`config.mk`:
```
export PLATFORM = sky130hd
export DESIGN_NAME = mdfs_mod
export DESIGN_NICKNAME = d
export VERILOG_FILES = /design/src/rtl/maze_dfs_backtracker_defines.svh /design/src/rtl/mdfs_pkg.sv /design/src/rtl/mdfs_mod.sv
export SDC_FILE = /design/constraint.sdc
export NUM_CORES = 1
export LEC_CHECK = 0
export BUFFER_PORTS_ARGS = -buffer_cell sky130_fd_sc_hd__buf_4
export CAP_MARGIN = 25
export CORE_MARGIN = 1.5
export CORE_UTILIZATION = 58
export DETAILED_ROUTE_END_ITERATION = 10
export GPL_TIMING_DRIVEN = 0
export PLACE_DENSITY = 0.83
export SYNTH_ARGS = -nofsm -noshare
export SYNTH_HDL_FRONTEND = slang
export SYNTH_SLANG_ARGS = --single-unit
```
`constraint.sdc`:
```
create_clock -name clk -period 2.7 [get_ports clk]
set_input_delay 0.135 -clock clk [delete_from_list [all_inputs] [get_ports clk]]
set_output_delay 0.135 -clock clk [all_outputs]
set_load 0.02 [all_outputs]
```
`src/rtl/maze_dfs_backtracker_defines.svh`:
```
// Assertion macros shared by the maze generator RTL.
// Expects signals named clk and rst in the including module.
`ifndef MAZE_DFS_BACKTRACKER_DEFINES_SVH
`define MAZE_DFS_BACKTRACKER_DEFINES_SVH

// Check a condition in the same cycle as its trigger
`define MDFS_ASSERT_NOW(label, pre, post, msg) \
  label: assert property (@(posedge clk) disable iff (rst) (pre) |-> (post)) else $error(msg);

// Check a condition in the cycle after its trigger
`define MDFS_ASSERT_NEXT(label, pre, post, msg) \
  label: assert property (@(posedge clk) disable iff (rst) (pre) |=> (post)) else $error(msg);

`endif

```
`src/rtl/mdfs_pkg.sv`:
```
// Shared types and constants of the maze generator.
// No dependencies.
package mdfs_pkg;

  localparam int MAX_COLS    = 64;
  localparam int MAX_ROWS    = 64;
  localparam int STACK_DEPTH = 1024;
  localparam int COORD_W     = 6;
  localparam int TILE_AW     = 2 * COORD_W;
  localparam int STACK_AW    = $clog2(STACK_DEPTH);
  localparam int DEPTH_W     = STACK_AW + 1;
  localparam int SIZE_W      = 7;
  localparam int RAND_W      = 15;
  localparam int CELLS_W     = 11;

  // opcodes
  localparam logic [1:0] OP_RESTART = 2'd0;
  localparam logic [1:0] OP_STEP    = 2'd1;
  localparam logic [1:0] OP_READ    = 2'd2;

  // result status codes
  localparam logic [2:0] ST_RESTARTED = 3'd0;
  localparam logic [2:0] ST_CARVED    = 3'd1;
  localparam logic [2:0] ST_END_REJ   = 3'd2;
  localparam logic [2:0] ST_END_OK    = 3'd3;
  localparam logic [2:0] ST_READ      = 3'd4;
  localparam logic [2:0] ST_FINISHED  = 3'd5;

  // tile kinds
  localparam logic [1:0] TK_WALL  = 2'd0;
  localparam logic [1:0] TK_EMPTY = 2'd1;
  localparam logic [1:0] TK_END   = 2'd2;

  // configuration register indexes
  localparam logic CFG_COLS = 1'b0;
  localparam logic CFG_ROWS = 1'b1;

  typedef struct packed {
    logic [1:0]         opcode;
    logic [RAND_W-1:0]  rand_a;
    logic [RAND_W-1:0]  rand_b;
    logic [COORD_W-1:0] read_row;
    logic [COORD_W-1:0] read_col;
  } in_word_t;

  typedef struct packed {
    logic [2:0]         status;
    logic [COORD_W-1:0] cell_row;
    logic [COORD_W-1:0] cell_col;
    logic [COORD_W-1:0] wall_row;
    logic [COORD_W-1:0] wall_col;
    logic [1:0]         tile_kind;
    logic               maze_done;
  } out_word_t;

  // request to and answer from the shared remainder unit
  typedef struct packed {
    logic               start;
    logic [RAND_W-1:0]  dividend;
    logic [COORD_W-1:0] divisor;
  } mod_req_t;

  typedef struct packed {
    logic               done;
    logic [COORD_W-1:0] rem;
  } mod_resp_t;

endpackage

```
`src/rtl/mdfs_mod.sv`:
```
// Shared bit-serial remainder unit: one dividend bit per cycle.
// Depends on mdfs_pkg.
module mdfs_mod import mdfs_pkg::*; (
  input  logic      clk,
  input  logic      rst,
  input  mod_req_t  req,
  output mod_resp_t resp
);

  logic               busy;
  logic               done;
  logic [3:0]         step;
  logic [RAND_W-1:0]  quo;
  logic [COORD_W-1:0] rem;
  logic [COORD_W-1:0] div;
  logic [COORD_W:0]   trial;

  // shift the next dividend bit into the partial remainder
  assign trial = {rem, quo[RAND_W-1]};

  // control
  always_ff @(posedge clk) begin
    if (rst) begin
      busy <= 1'b0;
      done <= 1'b0;
      step <= '0;
    end else begin
      done <= 1'b0;
      if (req.start) begin
        busy <= 1'b1;
        step <= '0;
      end else if (busy) begin
        step <= step + 4'd1;
        if (step == 4'(RAND_W - 1)) begin
          busy <= 1'b0;
          done <= 1'b1;
        end
      end
    end
  end

  // datapath: restoring remainder step
  always_ff @(posedge clk) begin
    if (req.start) begin
      quo <= req.dividend;
      rem <= '0;
      div <= req.divisor;
    end else if (busy) begin
      quo <= quo << 1;
      if (trial >= {1'b0, div}) begin
        rem <= COORD_W'(trial - {1'b0, div});
      end else begin
        rem <= trial[COORD_W-1:0];
      end
    end
  end

  assign resp.done = done;
  assign resp.rem  = rem;

endmodule

```
==> impl_results.md <==
* Outcome: finished, final reports clean
* Die Y at 56.3 um
* Final period util at 0.784
* Max-cap viol count at 0
* GRT Total Usage at 0.211
* Most frequent cells in the layout: buf_4, edfxtp_1, mux2_2
* Critical path endpoint category: register
* Total Wirelength at 2.97 mm
* RSZ-0062 raised after global routing: false
* Share of cells above drive strength 1 at 0.318
* Flip-flop and latch area at 871 um^2
* Initial antenna violation count at 0
* Mapped Cells at 134
* Min-Delay Startpoint: req[16]
* Htree depth at 2
* Clock Latency Late Sink at 330 ps
* Internal power at 0.875 mW
* Die Span X at 56.3 um
* Setup bufs post-CTS at 0
* Port Buffers at 30
* Via count at 1130
* Critical Path RT at 2950 ps
* Post-layout util at 0.751
* Antenna viol nets, final at 0
* Net Count, Synth at 168
* Final setup TNS at 0 ps
* Clock net sink count at 33
* Comb pwr share at 0.222
* Io pins at 31
* Nets@finish at 212
* Final Setup Violations at 0
* Starting Density at 0.602
* First-pass GRT wire length at 5.09 mm
* Power Density at 585 nW/um^2
* Final Instance Area at 2050 um^2
* Syn. warnings at 0
* VDD IR max at 0.594 mV
* Gr ovfl total at 0
* Post-route DRC at 0
* Post-synth cell types at 37
* Final hold slack at 95.3 ps
* Syn avg cell area at 12.3 um^2
* Share of total power in sequential cells at 0.507
* Min-Delay Path Class: in -> reg
* Reg-to-Reg Start: quo[14]$_DFFE_PP_
* Switch share at 0.271
* Critical path type: reg -> reg
* Die footprint at 3170 um^2
* Root Driver: clkbuf_4
* Origin of the worst setup path: quo[14]$_DFFE_PP_
* Place WS at 653 ps
* Drt via density at 5.38
* Fillers at 186
* Clk pwr share at 0.271
* Fmax at 0.472 GHz
* Data arrival, critical path at 2370 ps
* Num CTS Buffers at 5
* Max Fanout on Critical Path at 2
* Largest net degree at the start of global routing at 16
* Post-detail-place hpwl at 2.17 mm
* Worst setup margin at 583 ps
* FP Rows at 19
* Ant diodes at 0
* Fin. Hold Viols at 0
* Final Total Pwr at 1.20 mW
* Flop2flop setup slack at 580 ps
* Leak Pwr at 0.842 nW
* DR pass1 iterations at 2
* Crit path launch type: register
* CTS Hold Bufs at 7
* CTS tree: done
* Cells after DPL at 195
* Worst-margin pin slew at 513 ps
* Seq cells post-synth at 33
* Vias in the first global route at 1163
* Final Max Slew Viols at 0
* Routed len/inst at 14.1 um
* Clock Pin Slew Worst Setup and Hold Paths at 110 ps
* Clock Tree Buf Depth at 2
* Fin crit period at 2120 ps
* Final Skew at 9.67 ps
* P_sw at 0.325 mW
* RD Place Congestion at 0.761
* Commonest non-fill, non-tap cell in the layout: buf_4
* # resized after CTS at 0
* Slew HR at 0.658
* Sequential area share after synthesis at 0.529
* Syn Std Cell Area at 1650 um^2
* Area added between synthesis and finish at 24.6%
* Cell area after placement at 1910 um^2
* Core ar. at 2730 um^2
* DR iter-0 viols at 25
* Area occupied by multi-input gates at 712 um^2
* Post-route insts no fill at 210
-- flip-flops by register name (all words and copies together), names as in the netlist --
signal and count:
quo 15, div 6, rem 6, step 4
busy 1, done 1
-- power by group through the flow --
stage | Sequential (mW) | Combinational (mW) | Clock (mW)
after floorplan | 0.624 | 0.170 | 0
after global placement | 0.618 | 0.245 | 0
after detailed placement | 0.621 | 0.257 | 0
after CTS | 0.609 | 0.269 | 0.331
after global routing | 0.613 | 0.294 | 0.352
final | 0.608 | 0.266 | 0.326
-- final timing paths --
path,depth (start not counted),to
max,8,rem[4]$_SDFFE_PP0P_
min,2,quo[10]$_DFFE_PP_
max reg2reg,8,rem[4]$_SDFFE_PP0P_
min reg2reg,2,rem[5]$_SDFFE_PP0P_
-- synthesized netlist by cell type --
cell type	instances	share of area
nor3_1	5	0.015
o21ai_0	1	0.0030
mux2i_1	4	0.024
and2_1	1	0.0038
or2_2	1	0.0038
buf_1	1	0.0023
nor2b_1	1	0.0038
ha_1	9	0.068
edfxtp_1	21	0.38
a311oi_1	1	0.0053
nor4b_1	1	0.0053
a21oi_1	6	0.018
a21o_2	1	0.0053
fa_1	1	0.012
a2111oi_0	1	0.0053
nand3_1	1	0.0030
or2b_1	1	0.0046
nand4b_1	2	0.011
a211oi_1	3	0.014
nand4_1	1	0.0038
and2b_4	1	0.0061
buf_4	1	0.0046
mux2_2	14	0.096
o21ai_1	1	0.0030
a41oi_4	1	0.017
a221oi_1	1	0.0053
o311ai_1	2	0.011
or4b_1	2	0.012
dfxtp_1	12	0.15
inv_1	10	0.023
xor2_1	4	0.021
o21ai_2	1	0.0053
clkbuf_1	4	0.0091
nor2_1	11	0.025
xnor2_1	2	0.011
nand2_1	3	0.0068
nand2b_1	1	0.0038
-- critical path: stages, from the launching register on --
cell and delay [ps]:
edfxtp_1 370, inv_1 70, ha_1 200, fa_1 410, or2b_1 240, a21oi_1 190, xor2_1 210, mux2i_1 100
a211oi_1 250
-- kinds of logic (layout without fill, tap and decap cells) --
| logic type | count (synthesis) | in the layout | synth area share |
|---|---|---|---|
| flops | 33 | 33 | 0.529 |
| simple gates | 32 | 32 | 0.108 |
| compound gates | 19 | 19 | 0.0919 |
| mux | 18 | 18 | 0.120 |
| buf+inv | 16 | 61 | 0.0388 |
| fa+ha+maj | 10 | 10 | 0.0805 |
| xor+xnor | 6 | 6 | 0.0319 |
-- layout make-up --
type,count,share of cell area
clock inverters,1,0.00244
plain buffers,6,0.0128
flip-flops and latches,33,0.424
well taps,31,0.0189
multi-input cells,85,0.347
clock buffers,7,0.0323
inverters,10,0.0183
repair buffers,37,0.144
-- per-layer routing --
metal | vias up | GRT usage | wire, um
met1 | 525 | 0.263 | 1280
met5 | - | 0 | 0
li1 | 581 | - | -
met2 | 21 | 0.356 | 1560
met4 | 0 | 0.0510 | 19
met3 | 3 | 0.0691 | 110
Power figures use the tool's default switching activity.
